--- config.mk ---
export PLATFORM = sky130hd
export DESIGN_NAME = pbkdf2_hmac_sha256_engine_flat
export DESIGN_NICKNAME = d
export VERILOG_FILES = /design/src/rtl/pbk_pkg.sv /design/src/rtl/pbk_stream_if.sv /design/src/rtl/pbk_ram.sv /design/src/rtl/pbk_datapath.sv /design/src/rtl/pbk_ctrl.sv /design/src/rtl/pbkdf2_hmac_sha256_engine.sv /design/src/flat_wrapper.sv
export SDC_FILE = /design/constraint.sdc
export NUM_CORES = 1
export LEC_CHECK = 0
export BUFFER_PORTS_ARGS = -buffer_cell sky130_fd_sc_hd__buf_2
export CAP_MARGIN = 25
export CORE_ASPECT_RATIO = 0.5
export CORE_MARGIN = 10
export CORE_UTILIZATION = 54
export CTS_CLUSTER_DIAMETER = 50
export DETAILED_ROUTE_END_ITERATION = 6
export PLACE_DENSITY_LB_ADDON = 0.05
export SLEW_MARGIN = 20
export SYNTH_ARGS = -nofsm -noshare
export SYNTH_HDL_FRONTEND = slang
export SYNTH_SLANG_ARGS = --single-unit
--- constraint.sdc ---
create_clock -name clk -period 2.5 [get_ports clk]
set_input_delay 0.25 -clock clk [delete_from_list [all_inputs] [get_ports clk]]
set_output_delay 0.25 -clock clk [all_outputs]
set_load 0.005 [all_outputs]
--- src/rtl/pbk_pkg.sv ---
// ----------------------------------------------------------------------------
// PBKDF2 engine package
// Shared types, codes, constants and the SHA-256 round constant table.
// ----------------------------------------------------------------------------
package pbk_pkg;

  localparam int HASH_BYTES  = 32;
  localparam int BLOCK_BYTES = 64;
  localparam int KEY_MAX     = 64;

  localparam logic [1:0] CMD_PASSWORD = 2'd0;
  localparam logic [1:0] CMD_SALT     = 2'd1;
  localparam logic [1:0] CMD_START    = 2'd2;

  localparam logic       REG_ITER  = 1'b0;
  localparam logic       REG_DLEN  = 1'b1;

  localparam logic [31:0] ITER_RESET = 32'd120000;
  localparam logic [6:0]  DLEN_RESET = 7'd32;

  localparam logic [7:0] IPAD_BYTE = 8'h36;
  localparam logic [7:0] OPAD_BYTE = 8'h5c;
  localparam logic [7:0] PAD_MARK  = 8'h80;

  localparam logic [255:0] SHA_IV = {
    32'h6a09e667, 32'hbb67ae85, 32'h3c6ef372, 32'ha54ff53a,
    32'h510e527f, 32'h9b05688c, 32'h1f83d9ab, 32'h5be0cd19
  };

  typedef struct packed {
    logic [1:0] cmd;
    logic [7:0] data_byte;
  } in_item_t;

  typedef struct packed {
    logic [7:0] key_byte;
    logic       last_byte;
    logic       overflow;
  } out_item_t;

  typedef enum logic [3:0] {
    ST_IDLE, ST_MSG_INIT, ST_FEED, ST_SETTLE, ST_COMP_GO, ST_COMP_WAIT,
    ST_MSG_DONE, ST_STORE, ST_OUT_RD, ST_OUT_LD, ST_OUT_HOLD
  } state_t;

  typedef enum logic [2:0] {
    MODE_KEYHASH, MODE_IPAD, MODE_OPAD, MODE_INNER1, MODE_INNERJ, MODE_OUTER
  } mode_t;

  typedef enum logic [1:0] {SRC_CONST, SRC_PWD, SRC_SALT, SRC_MSG} src_t;
  typedef enum logic [1:0] {HSEL_IV, HSEL_IPAD, HSEL_OPAD} hsel_t;
  typedef enum logic [2:0] {SAVE_NONE, SAVE_MSG, SAVE_IPAD, SAVE_OPAD, SAVE_OUTER} save_t;

  typedef struct packed {
    logic       byte_vld;
    src_t       src;
    logic [7:0] const_byte;
    logic [7:0] xor_byte;
    logic [4:0] msg_idx;
    logic       h_init;
    hsel_t      h_sel;
    logic       comp_go;
    save_t      save;
    logic       acc_first;
    logic       dk_we;
    logic [5:0] dk_idx;
    logic       out_load;
    logic       out_last;
    logic       out_ovf;
  } ctl_cmd_t;

  typedef struct packed {
    logic comp_done;
  } dp_status_t;

  function automatic logic [31:0] round_k(input logic [5:0] t);
    logic [31:0] k;
    case (t)
      6'd0:  k = 32'h428a2f98;  6'd1:  k = 32'h71374491;
      6'd2:  k = 32'hb5c0fbcf;  6'd3:  k = 32'he9b5dba5;
      6'd4:  k = 32'h3956c25b;  6'd5:  k = 32'h59f111f1;
      6'd6:  k = 32'h923f82a4;  6'd7:  k = 32'hab1c5ed5;
      6'd8:  k = 32'hd807aa98;  6'd9:  k = 32'h12835b01;
      6'd10: k = 32'h243185be;  6'd11: k = 32'h550c7dc3;
      6'd12: k = 32'h72be5d74;  6'd13: k = 32'h80deb1fe;
      6'd14: k = 32'h9bdc06a7;  6'd15: k = 32'hc19bf174;
      6'd16: k = 32'he49b69c1;  6'd17: k = 32'hefbe4786;
      6'd18: k = 32'h0fc19dc6;  6'd19: k = 32'h240ca1cc;
      6'd20: k = 32'h2de92c6f;  6'd21: k = 32'h4a7484aa;
      6'd22: k = 32'h5cb0a9dc;  6'd23: k = 32'h76f988da;
      6'd24: k = 32'h983e5152;  6'd25: k = 32'ha831c66d;
      6'd26: k = 32'hb00327c8;  6'd27: k = 32'hbf597fc7;
      6'd28: k = 32'hc6e00bf3;  6'd29: k = 32'hd5a79147;
      6'd30: k = 32'h06ca6351;  6'd31: k = 32'h14292967;
      6'd32: k = 32'h27b70a85;  6'd33: k = 32'h2e1b2138;
      6'd34: k = 32'h4d2c6dfc;  6'd35: k = 32'h53380d13;
      6'd36: k = 32'h650a7354;  6'd37: k = 32'h766a0abb;
      6'd38: k = 32'h81c2c92e;  6'd39: k = 32'h92722c85;
      6'd40: k = 32'ha2bfe8a1;  6'd41: k = 32'ha81a664b;
      6'd42: k = 32'hc24b8b70;  6'd43: k = 32'hc76c51a3;
      6'd44: k = 32'hd192e819;  6'd45: k = 32'hd6990624;
      6'd46: k = 32'hf40e3585;  6'd47: k = 32'h106aa070;
      6'd48: k = 32'h19a4c116;  6'd49: k = 32'h1e376c08;
      6'd50: k = 32'h2748774c;  6'd51: k = 32'h34b0bcb5;
      6'd52: k = 32'h391c0cb3;  6'd53: k = 32'h4ed8aa4a;
      6'd54: k = 32'h5b9cca4f;  6'd55: k = 32'h682e6ff3;
      6'd56: k = 32'h748f82ee;  6'd57: k = 32'h78a5636f;
      6'd58: k = 32'h84c87814;  6'd59: k = 32'h8cc70208;
      6'd60: k = 32'h90befffa;  6'd61: k = 32'ha4506ceb;
      6'd62: k = 32'hbef9a3f7;  6'd63: k = 32'hc67178f2;
      default: k = 32'h0;
    endcase
    return k;
  endfunction

endpackage

--- src/rtl/pbk_stream_if.sv ---
// ----------------------------------------------------------------------------
// Valid/ready stream interface
// Carries one payload of the given type per transaction.
// ----------------------------------------------------------------------------
interface pbk_stream_if #(parameter type T = logic);
  logic valid;
  logic ready;
  T     data;

  modport source (output valid, output data, input ready);
  modport sink (input valid, input data, output ready);
endinterface

--- src/rtl/pbk_ram.sv ---
// ----------------------------------------------------------------------------
// Generic RAM
// One write port and one read port with registered read data.
// ----------------------------------------------------------------------------
module pbk_ram #(
  parameter int WIDTH = 8,
  parameter int DEPTH = 64
) (
  input  logic                     clk,
  input  logic                     we,
  input  logic [$clog2(DEPTH)-1:0] waddr,
  input  logic [WIDTH-1:0]         wdata,
  input  logic [$clog2(DEPTH)-1:0] raddr,
  output logic [WIDTH-1:0]         rdata
);
  logic [WIDTH-1:0] mem [DEPTH];

  always_ff @(posedge clk) begin
    if (we) begin
      mem[waddr] <= wdata;
    end
    rdata <= mem[raddr];
  end
endmodule

--- src/rtl/pbk_datapath.sv ---
// ----------------------------------------------------------------------------
// PBKDF2 datapath
// Byte stores, message window, SHA-256 round unit and the HMAC state registers.
// ----------------------------------------------------------------------------
module pbk_datapath import pbk_pkg::*; #(
  parameter int PASSWORD_MAX = 128,
  parameter int SALT_MAX     = 64
) (
  input  logic                            clk,
  input  logic                            rst_n,
  input  ctl_cmd_t                        cmd,
  output dp_status_t                      status,
  input  logic [7:0]                      in_byte,
  input  logic                            pwd_we,
  input  logic [$clog2(PASSWORD_MAX)-1:0] pwd_addr,
  input  logic                            salt_we,
  input  logic [$clog2(SALT_MAX)-1:0]     salt_addr,
  output out_item_t                       out_item
);
  logic [7:0]       pwd_rdata, salt_rdata, dk_rdata, dk_wdata;
  logic             byte_vld_r;
  src_t             src_r;
  logic [7:0]       const_r, xor_r, feed_byte;
  logic [4:0]       idx_r;
  logic [511:0]     win_r;
  logic [0:7][31:0] h_r, v_r, v_nxt;
  logic [255:0]     ipad_r, opad_r, msg_r, acc_r, h_sel_val;
  logic [5:0]       rnd_r;
  logic             busy_r, fin_r;
  logic [31:0]      w0, w1, w9, w14, wnew, s0, s1, t1, t2, ch, maj;
  out_item_t        out_r;

  function automatic logic [31:0] rotr(input logic [31:0] x, input int n);
    return (x >> n) | (x << (32 - n));
  endfunction

  pbk_ram #(.WIDTH(8), .DEPTH(PASSWORD_MAX)) u_pwd_ram (
    .clk(clk), .we(pwd_we), .waddr(pwd_addr), .wdata(in_byte),
    .raddr(pwd_addr), .rdata(pwd_rdata)
  );

  pbk_ram #(.WIDTH(8), .DEPTH(SALT_MAX)) u_salt_ram (
    .clk(clk), .we(salt_we), .waddr(salt_addr), .wdata(in_byte),
    .raddr(salt_addr), .rdata(salt_rdata)
  );

  assign dk_wdata = acc_r[{~cmd.dk_idx[4:0], 3'b000} +: 8];

  pbk_ram #(.WIDTH(8), .DEPTH(KEY_MAX)) u_dk_ram (
    .clk(clk), .we(cmd.dk_we), .waddr(cmd.dk_idx), .wdata(dk_wdata),
    .raddr(cmd.dk_idx), .rdata(dk_rdata)
  );

  always_ff @(posedge clk) begin
    if (!rst_n) begin
      byte_vld_r <= 1'b0;
      busy_r     <= 1'b0;
      fin_r      <= 1'b0;
    end else begin
      byte_vld_r <= cmd.byte_vld;
      fin_r      <= busy_r && (rnd_r == 6'd63);
      if (cmd.comp_go) begin
        busy_r <= 1'b1;
      end else if (busy_r && rnd_r == 6'd63) begin
        busy_r <= 1'b0;
      end
    end
  end

  always_ff @(posedge clk) begin
    src_r   <= cmd.src;
    const_r <= cmd.const_byte;
    xor_r   <= cmd.xor_byte;
    idx_r   <= cmd.msg_idx;
  end

  always_comb begin
    case (src_r)
      SRC_PWD:  feed_byte = pwd_rdata ^ xor_r;
      SRC_SALT: feed_byte = salt_rdata ^ xor_r;
      SRC_MSG:  feed_byte = msg_r[{~idx_r, 3'b000} +: 8] ^ xor_r;
      default:  feed_byte = const_r ^ xor_r;
    endcase
  end

  assign w0  = win_r[511:480];
  assign w1  = win_r[479:448];
  assign w9  = win_r[223:192];
  assign w14 = win_r[63:32];
  assign s0  = rotr(w1, 7) ^ rotr(w1, 18) ^ (w1 >> 3);
  assign s1  = rotr(w14, 17) ^ rotr(w14, 19) ^ (w14 >> 10);
  assign wnew = w0 + s0 + w9 + s1;

  always_comb begin
    ch  = (v_r[4] & v_r[5]) ^ (~v_r[4] & v_r[6]);
    maj = (v_r[0] & v_r[1]) ^ (v_r[0] & v_r[2]) ^ (v_r[1] & v_r[2]);
    t1  = v_r[7] + (rotr(v_r[4], 6) ^ rotr(v_r[4], 11) ^ rotr(v_r[4], 25)) + ch
          + round_k(rnd_r) + w0;
    t2  = (rotr(v_r[0], 2) ^ rotr(v_r[0], 13) ^ rotr(v_r[0], 22)) + maj;
    v_nxt    = v_r;
    v_nxt[7] = v_r[6];
    v_nxt[6] = v_r[5];
    v_nxt[5] = v_r[4];
    v_nxt[4] = v_r[3] + t1;
    v_nxt[3] = v_r[2];
    v_nxt[2] = v_r[1];
    v_nxt[1] = v_r[0];
    v_nxt[0] = t1 + t2;
  end

  always_comb begin
    case (cmd.h_sel)
      HSEL_IPAD: h_sel_val = ipad_r;
      HSEL_OPAD: h_sel_val = opad_r;
      default:   h_sel_val = SHA_IV;
    endcase
  end

  always_ff @(posedge clk) begin
    if (byte_vld_r) begin
      win_r <= {win_r[503:0], feed_byte};
    end else if (busy_r) begin
      win_r <= {win_r[479:0], wnew};
    end
    if (cmd.comp_go) begin
      v_r   <= h_r;
      rnd_r <= 6'd0;
    end else if (busy_r) begin
      v_r   <= v_nxt;
      rnd_r <= rnd_r + 6'd1;
    end
    if (cmd.h_init) begin
      h_r <= h_sel_val;
    end else if (fin_r) begin
      for (int i = 0; i < 8; i++) begin
        h_r[i] <= h_r[i] + v_r[i];
      end
    end
    case (cmd.save)
      SAVE_MSG:  msg_r  <= h_r;
      SAVE_IPAD: ipad_r <= h_r;
      SAVE_OPAD: opad_r <= h_r;
      SAVE_OUTER: begin
        msg_r <= h_r;
        acc_r <= cmd.acc_first ? h_r : (acc_r ^ h_r);
      end
      default: ;
    endcase
    if (cmd.out_load) begin
      out_r.key_byte  <= dk_rdata;
      out_r.last_byte <= cmd.out_last;
      out_r.overflow  <= cmd.out_ovf;
    end
  end

  assign status.comp_done = fin_r;
  assign out_item = out_r;
endmodule

--- src/rtl/pbk_ctrl.sv ---
// ----------------------------------------------------------------------------
// PBKDF2 controller
// Sequences loading, message generation, compressions, key storage and output.
// ----------------------------------------------------------------------------
module pbk_ctrl import pbk_pkg::*; #(
  parameter int PASSWORD_MAX = 128,
  parameter int SALT_MAX     = 64
) (
  input  logic                            clk,
  input  logic                            rst_n,
  input  logic                            in_valid,
  input  logic [1:0]                      in_cmd,
  output logic                            in_ready,
  input  logic [31:0]                     iter_count,
  input  logic [6:0]                      derived_len,
  input  dp_status_t                      status,
  output ctl_cmd_t                        cmd,
  output logic                            pwd_we,
  output logic [$clog2(PASSWORD_MAX)-1:0] pwd_addr,
  output logic                            salt_we,
  output logic [$clog2(SALT_MAX)-1:0]     salt_addr,
  output logic                            out_valid,
  input  logic                            out_ready
);
  localparam int PCW = $clog2(PASSWORD_MAX + 1);
  localparam int SCW = $clog2(SALT_MAX + 1);
  localparam int PAW = $clog2(PASSWORD_MAX);
  localparam int SAW = $clog2(SALT_MAX);
  localparam int QW  = $clog2(PASSWORD_MAX + SALT_MAX + 3 * BLOCK_BYTES);

  state_t         state_r, state_nxt;
  mode_t          mode_r, mode_nxt;
  logic [QW-1:0]  q_r, q_nxt, msg_n, msg_end, ctr_off;
  logic [PCW-1:0] pw_cnt_r, pw_cnt_nxt;
  logic [SCW-1:0] salt_cnt_r, salt_cnt_nxt;
  logic           ovf_r, ovf_nxt, out_valid_r, out_valid_nxt;
  logic [1:0]     blk_r, blk_nxt, nblk_r, nblk_nxt, nblk_calc;
  logic [31:0]    iters_r, iters_nxt, j_r, j_nxt;
  logic [6:0]     len_r, len_nxt, len_sat;
  logic [5:0]     k_r, k_nxt;
  logic [63:0]    len_bits;
  logic           is_pad, long_pw, out_last;

  always_ff @(posedge clk) begin
    if (!rst_n) begin
      state_r     <= ST_IDLE;
      pw_cnt_r    <= '0;
      salt_cnt_r  <= '0;
      ovf_r       <= 1'b0;
      out_valid_r <= 1'b0;
    end else begin
      state_r     <= state_nxt;
      pw_cnt_r    <= pw_cnt_nxt;
      salt_cnt_r  <= salt_cnt_nxt;
      ovf_r       <= ovf_nxt;
      out_valid_r <= out_valid_nxt;
    end
  end

  always_ff @(posedge clk) begin
    mode_r  <= mode_nxt;
    q_r     <= q_nxt;
    blk_r   <= blk_nxt;
    nblk_r  <= nblk_nxt;
    iters_r <= iters_nxt;
    j_r     <= j_nxt;
    len_r   <= len_nxt;
    k_r     <= k_nxt;
  end

  assign is_pad  = (mode_r == MODE_IPAD) || (mode_r == MODE_OPAD);
  assign long_pw = pw_cnt_r > PCW'(BLOCK_BYTES);
  assign len_sat = (derived_len > 7'(KEY_MAX)) ? 7'(KEY_MAX) : derived_len;
  assign nblk_calc = 2'((8'(len_sat) + 8'(HASH_BYTES - 1)) >> 5);
  assign out_last = ({1'b0, k_r} + 7'd1) == len_r;
  assign ctr_off = q_r - QW'(salt_cnt_r);

  always_comb begin
    case (mode_r)
      MODE_KEYHASH: msg_n = QW'(pw_cnt_r);
      MODE_INNER1:  msg_n = QW'(salt_cnt_r) + QW'(4);
      default:      msg_n = QW'(HASH_BYTES);
    endcase
    if (is_pad) begin
      msg_end = QW'(BLOCK_BYTES);
    end else begin
      msg_end = ((msg_n + QW'(8)) & ~QW'(BLOCK_BYTES - 1)) + QW'(BLOCK_BYTES);
    end
    if (mode_r == MODE_KEYHASH) begin
      len_bits = 64'(msg_n) << 3;
    end else begin
      len_bits = (64'(msg_n) + 64'(BLOCK_BYTES)) << 3;
    end
  end

  always_comb begin
    state_nxt     = state_r;
    mode_nxt      = mode_r;
    q_nxt         = q_r;
    pw_cnt_nxt    = pw_cnt_r;
    salt_cnt_nxt  = salt_cnt_r;
    ovf_nxt       = ovf_r;
    out_valid_nxt = out_valid_r;
    blk_nxt       = blk_r;
    nblk_nxt      = nblk_r;
    iters_nxt     = iters_r;
    j_nxt         = j_r;
    len_nxt       = len_r;
    k_nxt         = k_r;
    in_ready      = 1'b0;
    pwd_we        = 1'b0;
    salt_we       = 1'b0;
    pwd_addr      = pw_cnt_r[PAW-1:0];
    salt_addr     = salt_cnt_r[SAW-1:0];
    cmd           = '0;
    cmd.src       = SRC_CONST;
    cmd.h_sel     = HSEL_IV;
    cmd.save      = SAVE_NONE;

    case (state_r)
      ST_IDLE: begin
        in_ready = 1'b1;
        if (in_valid) begin
          case (in_cmd)
            CMD_PASSWORD: begin
              if (pw_cnt_r < PCW'(PASSWORD_MAX)) begin
                pwd_we     = 1'b1;
                pw_cnt_nxt = pw_cnt_r + PCW'(1);
              end else begin
                ovf_nxt = 1'b1;
              end
            end
            CMD_SALT: begin
              if (salt_cnt_r < SCW'(SALT_MAX)) begin
                salt_we      = 1'b1;
                salt_cnt_nxt = salt_cnt_r + SCW'(1);
              end else begin
                ovf_nxt = 1'b1;
              end
            end
            CMD_START: begin
              len_nxt   = len_sat;
              nblk_nxt  = nblk_calc;
              iters_nxt = (iter_count == 32'd0) ? 32'd1 : iter_count;
              if (nblk_calc == 2'd0) begin
                pw_cnt_nxt   = '0;
                salt_cnt_nxt = '0;
                ovf_nxt      = 1'b0;
              end else begin
                mode_nxt  = long_pw ? MODE_KEYHASH : MODE_IPAD;
                state_nxt = ST_MSG_INIT;
              end
            end
            default: ;
          endcase
        end
      end

      ST_MSG_INIT: begin
        cmd.h_init = 1'b1;
        case (mode_r)
          MODE_INNER1, MODE_INNERJ: cmd.h_sel = HSEL_IPAD;
          MODE_OUTER:               cmd.h_sel = HSEL_OPAD;
          default:                  cmd.h_sel = HSEL_IV;
        endcase
        q_nxt     = '0;
        state_nxt = ST_FEED;
      end

      ST_FEED: begin
        cmd.byte_vld = 1'b1;
        pwd_addr     = q_r[PAW-1:0];
        salt_addr    = q_r[SAW-1:0];
        if (is_pad) begin
          cmd.xor_byte = (mode_r == MODE_IPAD) ? IPAD_BYTE : OPAD_BYTE;
          if (long_pw) begin
            if (q_r < QW'(HASH_BYTES)) begin
              cmd.src     = SRC_MSG;
              cmd.msg_idx = q_r[4:0];
            end
          end else if (q_r < QW'(pw_cnt_r)) begin
            cmd.src = SRC_PWD;
          end
        end else if (q_r < msg_n) begin
          case (mode_r)
            MODE_KEYHASH: cmd.src = SRC_PWD;
            MODE_INNER1: begin
              if (q_r < QW'(salt_cnt_r)) begin
                cmd.src = SRC_SALT;
              end else if (ctr_off[1:0] == 2'd3) begin
                cmd.const_byte = {6'd0, blk_r};
              end
            end
            default: begin
              cmd.src     = SRC_MSG;
              cmd.msg_idx = q_r[4:0];
            end
          endcase
        end else if (q_r == msg_n) begin
          cmd.const_byte = PAD_MARK;
        end else if (q_r >= msg_end - QW'(8)) begin
          cmd.const_byte = len_bits[{~q_r[2:0], 3'b000} +: 8];
        end
        q_nxt = q_r + QW'(1);
        if (q_r[5:0] == 6'd63) begin
          state_nxt = ST_SETTLE;
        end
      end

      ST_SETTLE: state_nxt = ST_COMP_GO;

      ST_COMP_GO: begin
        cmd.comp_go = 1'b1;
        state_nxt   = ST_COMP_WAIT;
      end

      ST_COMP_WAIT: begin
        if (status.comp_done) begin
          state_nxt = (q_r == msg_end) ? ST_MSG_DONE : ST_FEED;
        end
      end

      ST_MSG_DONE: begin
        state_nxt = ST_MSG_INIT;
        case (mode_r)
          MODE_KEYHASH: begin
            cmd.save = SAVE_MSG;
            mode_nxt = MODE_IPAD;
          end
          MODE_IPAD: begin
            cmd.save = SAVE_IPAD;
            mode_nxt = MODE_OPAD;
          end
          MODE_OPAD: begin
            cmd.save = SAVE_OPAD;
            mode_nxt = MODE_INNER1;
            blk_nxt  = 2'd1;
            j_nxt    = 32'd1;
          end
          MODE_OUTER: begin
            cmd.save      = SAVE_OUTER;
            cmd.acc_first = (j_r == 32'd1);
            if (j_r < iters_r) begin
              j_nxt    = j_r + 32'd1;
              mode_nxt = MODE_INNERJ;
            end else begin
              k_nxt     = '0;
              state_nxt = ST_STORE;
            end
          end
          default: begin
            cmd.save = SAVE_MSG;
            mode_nxt = MODE_OUTER;
          end
        endcase
      end

      ST_STORE: begin
        cmd.dk_we  = 1'b1;
        cmd.dk_idx = {blk_r[1], k_r[4:0]};
        k_nxt      = k_r + 6'd1;
        if (k_r[4:0] == 5'd31) begin
          if (blk_r < nblk_r) begin
            blk_nxt   = blk_r + 2'd1;
            j_nxt     = 32'd1;
            mode_nxt  = MODE_INNER1;
            state_nxt = ST_MSG_INIT;
          end else begin
            k_nxt     = '0;
            state_nxt = ST_OUT_RD;
          end
        end
      end

      ST_OUT_RD: begin
        cmd.dk_idx = k_r;
        state_nxt  = ST_OUT_LD;
      end

      ST_OUT_LD: begin
        cmd.dk_idx    = k_r;
        cmd.out_load  = 1'b1;
        cmd.out_last  = out_last;
        cmd.out_ovf   = ovf_r;
        out_valid_nxt = 1'b1;
        state_nxt     = ST_OUT_HOLD;
      end

      ST_OUT_HOLD: begin
        if (out_ready) begin
          out_valid_nxt = 1'b0;
          if (out_last) begin
            pw_cnt_nxt   = '0;
            salt_cnt_nxt = '0;
            ovf_nxt      = 1'b0;
            state_nxt    = ST_IDLE;
          end else begin
            k_nxt     = k_r + 6'd1;
            state_nxt = ST_OUT_RD;
          end
        end
      end

      default: state_nxt = ST_IDLE;
    endcase
  end

  assign out_valid = out_valid_r;
endmodule

--- src/rtl/pbkdf2_hmac_sha256_engine.sv ---
// ----------------------------------------------------------------------------
// PBKDF2-HMAC-SHA256 key derivation engine
// Loads password and salt bytes, derives the key and streams it out bytewise.
// ----------------------------------------------------------------------------
// The input stream takes one transaction per cycle while the engine is idle:
// a password byte, a salt byte or a start command. Load transactions produce
// nothing; bytes beyond a store's capacity are dropped and raise the
// overflow mark. A start with a nonzero derived length holds the input
// stream off until the whole key has been delivered.
// Every SHA-256 compression is fed its 64-byte block one byte at a time and
// then runs in the single round unit. A derived block runs every HMAC
// iteration and then stores its 32 bytes, with one more compression when the
// salt exceeds 51 bytes. Keying the pads comes first, and hashing a password
// longer than 64 bytes comes before that. The engine simply holds its output
// register while the receiver stalls.
// The user must write the iteration count and derived length over the APB port
// only while the engine is idle; the block does not enforce this. Reset empties
// both stores, clears the overflow mark and restores the register defaults.
// ----------------------------------------------------------------------------
module pbkdf2_hmac_sha256_engine import pbk_pkg::*; #(
  parameter int PASSWORD_MAX = 128,
  parameter int SALT_MAX     = 64
) (
  input  logic               clk,
  input  logic               rst_n,
  pbk_stream_if.sink         in_stream,
  pbk_stream_if.source       out_stream,
  input  logic               psel,
  input  logic               penable,
  input  logic               pwrite,
  input  logic [2:0]         paddr,
  input  logic [31:0]        pwdata,
  output logic [31:0]        prdata,
  output logic               pready
);
  logic [31:0]                     iter_r;
  logic [6:0]                      dlen_r;
  ctl_cmd_t                        cmd;
  dp_status_t                      status;
  logic                            pwd_we, salt_we;
  logic [$clog2(PASSWORD_MAX)-1:0] pwd_addr;
  logic [$clog2(SALT_MAX)-1:0]     salt_addr;
  in_item_t                        in_item;
  out_item_t                       out_item;

  assign pready  = 1'b1;
  assign in_item = in_stream.data;

  always_ff @(posedge clk) begin
    if (!rst_n) begin
      iter_r <= ITER_RESET;
      dlen_r <= DLEN_RESET;
    end else if (psel && penable && pwrite) begin
      if (paddr[2] == REG_DLEN) begin
        dlen_r <= pwdata[6:0];
      end else begin
        iter_r <= pwdata;
      end
    end
  end

  assign prdata = (paddr[2] == REG_DLEN) ? {25'd0, dlen_r} : iter_r;

  pbk_ctrl #(.PASSWORD_MAX(PASSWORD_MAX), .SALT_MAX(SALT_MAX)) u_ctrl (
    .clk(clk), .rst_n(rst_n),
    .in_valid(in_stream.valid), .in_cmd(in_item.cmd), .in_ready(in_stream.ready),
    .iter_count(iter_r), .derived_len(dlen_r),
    .status(status), .cmd(cmd),
    .pwd_we(pwd_we), .pwd_addr(pwd_addr), .salt_we(salt_we), .salt_addr(salt_addr),
    .out_valid(out_stream.valid), .out_ready(out_stream.ready)
  );

  pbk_datapath #(.PASSWORD_MAX(PASSWORD_MAX), .SALT_MAX(SALT_MAX)) u_datapath (
    .clk(clk), .rst_n(rst_n), .cmd(cmd), .status(status),
    .in_byte(in_item.data_byte),
    .pwd_we(pwd_we), .pwd_addr(pwd_addr), .salt_we(salt_we), .salt_addr(salt_addr),
    .out_item(out_item)
  );

  assign out_stream.data = out_item;
endmodule
--- src/flat_wrapper.sv ---
// flat-port wrapper written by rule: the top's interface ports become plain ports
module pbkdf2_hmac_sha256_engine_flat import pbk_pkg::*;
#(
  parameter int PASSWORD_MAX = 128,
  parameter int SALT_MAX     = 64
)
  (clk, rst_n, psel, penable, pwrite, paddr, pwdata, prdata, pready, in_stream_valid, in_stream_data, in_stream_ready, out_stream_valid, out_stream_data, out_stream_ready);
  pbk_stream_if in_stream_i ();
  pbk_stream_if out_stream_i ();
  input  logic clk;
  input  logic rst_n;
  input  logic psel;
  input  logic penable;
  input  logic pwrite;
  input  logic [2:0] paddr;
  input  logic [31:0] pwdata;
  output logic [31:0] prdata;
  output logic pready;
  input wire logic [$bits(in_stream_i.valid)-1:0] in_stream_valid;
  input wire logic [$bits(in_stream_i.data)-1:0] in_stream_data;
  output wire logic [$bits(in_stream_i.ready)-1:0] in_stream_ready;
  output wire logic [$bits(out_stream_i.valid)-1:0] out_stream_valid;
  output wire logic [$bits(out_stream_i.data)-1:0] out_stream_data;
  input wire logic [$bits(out_stream_i.ready)-1:0] out_stream_ready;
  assign in_stream_i.valid = in_stream_valid;
  assign in_stream_i.data = in_stream_data;
  assign in_stream_ready = in_stream_i.ready;
  assign out_stream_valid = out_stream_i.valid;
  assign out_stream_data = out_stream_i.data;
  assign out_stream_i.ready = out_stream_ready;
  pbkdf2_hmac_sha256_engine #(.PASSWORD_MAX(PASSWORD_MAX), .SALT_MAX(SALT_MAX)) u_core (.clk(clk), .rst_n(rst_n), .in_stream(in_stream_i), .out_stream(out_stream_i), .psel(psel), .penable(penable), .pwrite(pwrite), .paddr(paddr), .pwdata(pwdata), .prdata(prdata), .pready(pready));
endmodule
==> flow_summary.ini <==
[sta]
rsz0062_at_grt = no
hold_violations = 0
setup_viol = 0
period_needed_ns = 2.25
fmax_ghz = 0.445
fin_tns_setup_ns = 0
worst_slew_pin_slew_ns = 0.667
final_max_slew_viol_count = 0
slew_headroom_pct = 55.5
fin_skew_ns = 0.00631
whs_ns = 0.112
finalCritPeriodShare_pct = 89.9

[yosys]
async_flop_share_pct = 0
ys_ff_latch = 79
synthSimpleGateAreaFrac_pct = 28.5
synth_compound_area_share_pct = 9.40
syn_area_um2 = 3740
ys_warn_count = 0
synthXorXnorAreaFrac_pct = 5.39
synth_fa_ha_area_share_pct = 2.34
synthesis.nets = 484
synth_top_family_by_area = simple AND/OR/NAND/NOR gates
synthFlopType = dfxtp_1
synth_edf_count = 18
muxShareOfSynthArea_pct = 3.51
yosysSeqAreaShare_pct = 47.1
synthCells = 434
synth_cell_types = 51
avgSynthCellArea_um2 = 8.61

[layout]
layout_common_cells = nand2_1 (95), buf_2 (74), dfxtp_1 (61), nor2_1 (39), a21oi_1 (37)
final_common_cell = nand2_1
area_growth_syn_to_layout_pct = 19.8
final_area_um2 = 4480
layout-drive-gt1-share_pct = 23.4
nNetsFinal = 554

[global_routing]
grt_max_degree = 38
grt_pass1_vias = 2822
grt_pass1_wl_mm = 13.4
gr-usage-all-layers_pct = 15.3
grt.overflow.total = 0
antenna_found_initial = 0

[power_and_ir_drop]
leakagePower_uw = 0.00181
finalPower_uw = 3640
irDropWorstVdd_mv = 0.510
power_density_nw_per_um2 = 812

[clocking]
cts_buffers = 9
clk-insertion-delay-late_ns = 0.34
cts_tree = yes
cts_sinks = 79
postCtsResizedCells = 0
post_cts_buffers = 0
hold_buffers = 0
clk_pin_slew_ns = 0.06
cts-root-buf = clkbuf_16
clockBufferDepth = 2
htree_levels = 3

[critical_path]
crit_path_max_fanout = 5
start_kind = flip-flop
rrSetupSlack_ns = 0.25
r2r_cells = 7
worstPathRequired_ns = 2.73
cpMaxStageDelayCell = or4_4
endpoint_kind = flip-flop
worstPathCellList = and3_1 > mux2_2 > ha_1 > or4_4 > a21oi_2 > mux2i_1 > nor3_2
max_stage_delay_ns = 0.51
arrival_ns = 2.48
r2r-start = u_core.u_ctrl.pw_cnt_r[3]
path_class = reg2reg
r2r-end = u_core.u_ctrl.state_r[2]

[routing]
dr_total_vias = 3094
drc = 0
drt_wl_total_mm = 8.25
dr.pass1.iters = 5
final_antenna_net_count = 0
drt_iter0_drc = 197
via_per_inst = 5.15
wl_per_cell_um = 13.7

[placed_design]
place_area_um2 = 4180
portBuffers = 74
gp_congestion = 0.773
hpwl_mm = 5.83

[min_path]
min_path_type = in2reg
hold_path.startpoint = pwdata[7]
whs_endpoint = u_core.iter_r[7]
whs_path_depth = 3

[floorplan]
dieArea_um2 = 10900
ioPinCount = 79
die_h_um = 78.8
initial_utilization_pct = 55.8
die_w_um = 138
row_count = 21
coreArea_um2 = 6700

[status]
status = finished, final reports clean

[job]
drv_cap = 0
==> cell families after synthesis <==
group           after synthesis
other cells                   1
buf+inv                      32
xor+xnor                     23
fa+ha+maj                     7
simple gates                219
flops                        79
compound gates               61
mux                          12
==> registers in the layout, indices dropped and copies added (netlist names) <==
| signal | flops |
|---|---|
| u_core.u_ctrl.mode_r | 3 |
| u_core.u_ctrl.pw_cnt_r | 8 |
| u_core.u_ctrl.out_valid | 1 |
| u_core.u_ctrl.state_r | 4 |
| u_core.u_datapath.rnd_r | 6 |
| u_core.iter_r | 32 |
| u_core.u_ctrl.q_r | 9 |
| u_core.u_datapath.busy_r | 1 |
| u_core.u_datapath.out_item | 1 |
| u_core.u_ctrl.ovf_r | 1 |
| u_core.u_ctrl.k_r | 5 |
| u_core.u_datapath.status | 1 |
| u_core.dlen_r | 7 |
==> cells in the mapped netlist, types with 2 or more instances <==
master | n | area share [%]
a21oi_1 | 37 | 5.0
a31oi_1 | 2 | 0.33
and3_1 | 5 | 0.84
and3b_1 | 3 | 0.70
buf_1 | 5 | 0.50
clkbuf_1 | 15 | 1.5
dfxtp_1 | 61 | 33
edfxtp_1 | 18 | 14
ha_1 | 7 | 2.3
inv_1 | 8 | 0.80
mux2_2 | 9 | 2.7
mux2i_1 | 3 | 0.80
nand2_1 | 95 | 9.5
nand3_1 | 17 | 2.3
nand3b_1 | 2 | 0.40
nand4_1 | 7 | 1.2
nor2_1 | 40 | 4.0
nor2b_1 | 26 | 4.4
nor3_1 | 6 | 0.80
nor4_1 | 2 | 0.33
nor4b_1 | 4 | 0.94
nor4b_2 | 2 | 0.80
o2111ai_1 | 2 | 0.47
o21a_1 | 3 | 0.60
o21ai_0 | 7 | 0.94
o21ai_1 | 2 | 0.27
xnor2_1 | 13 | 3.0
xor2_1 | 10 | 2.3
==> stage by stage <==
stage	worst slack, ns	util [%]	cells
after floorplan	0.332	-	434
after global placement	0.252	62.4	585
after detailed placement	0.243	62.4	585
after CTS	0.248	66.8	600
after global routing	0.120	66.8	600
final	0.252	66.8	601
==> layer usage <==
| metal | up-vias | track usage [%] | share of wire, % |
|---|---|---|---|
| li1 | 1611 | - | - |
| met1 | 1406 | 19.1 | 48 |
| met2 | 64 | 23.2 | 42 |
| met3 | 13 | 5.65 | 8.0 |
| met4 | 0 | 6.59 | 1.7 |
| met5 | - | 0 | 0 |
==> power by group <==
part / total, uW / switching (uW) / internal (uW)
Combinational: 712 / 387 / 324
Clock: 1250 / 499 / 754
Sequential: 1670 / 186 / 1490
==> critical path, delay by kind of cell, from the launching register on <==
family / cells / cell delay (ns)
simple gates: 3 / 0.80
mux: 2 / 0.59
flops: 1 / 0.39
fa+ha+maj: 1 / 0.21
compound gates: 1 / 0.15
==> how the worst max path moves through the flow <==
stage,from,end,slack (ns),cells past startpoint
6_report,u_core.u_ctrl.pw_cnt_r[3],u_core.u_ctrl.state_r[2],0.25,7
2_1_floorplan,u_core.u_ctrl.pw_cnt_r[3],u_core.u_ctrl.state_r[2],0.33,7
5_1_grt,u_core.u_ctrl.pw_cnt_r[3],u_core.u_ctrl.state_r[2],0.12,7
3_3_place_gp,u_core.u_ctrl.pw_cnt_r[3],u_core.u_ctrl.state_r[2],0.25,7
4_1_cts,u_core.u_ctrl.pw_cnt_r[3],u_core.u_ctrl.state_r[2],0.25,7
3_5_place_dp,u_core.u_ctrl.pw_cnt_r[3],u_core.u_ctrl.state_r[2],0.24,7
==> layout make-up <==
| type | count | area [um2] |
|---|---|---|
| diodes | 1 | 2.50 |
| clock buffers | 11 | 264 |
| clock inverters | 4 | 27.5 |
| fillers | 583 | 2220 |
| inverters | 9 | 33.8 |
| multi-input cells | 323 | 1840 |
| flip-flops and latches | 79 | 1760 |
| well taps | 92 | 115 |
| repair buffers | 82 | 430 |
Note: power is estimated with default switching activity, not from simulation.
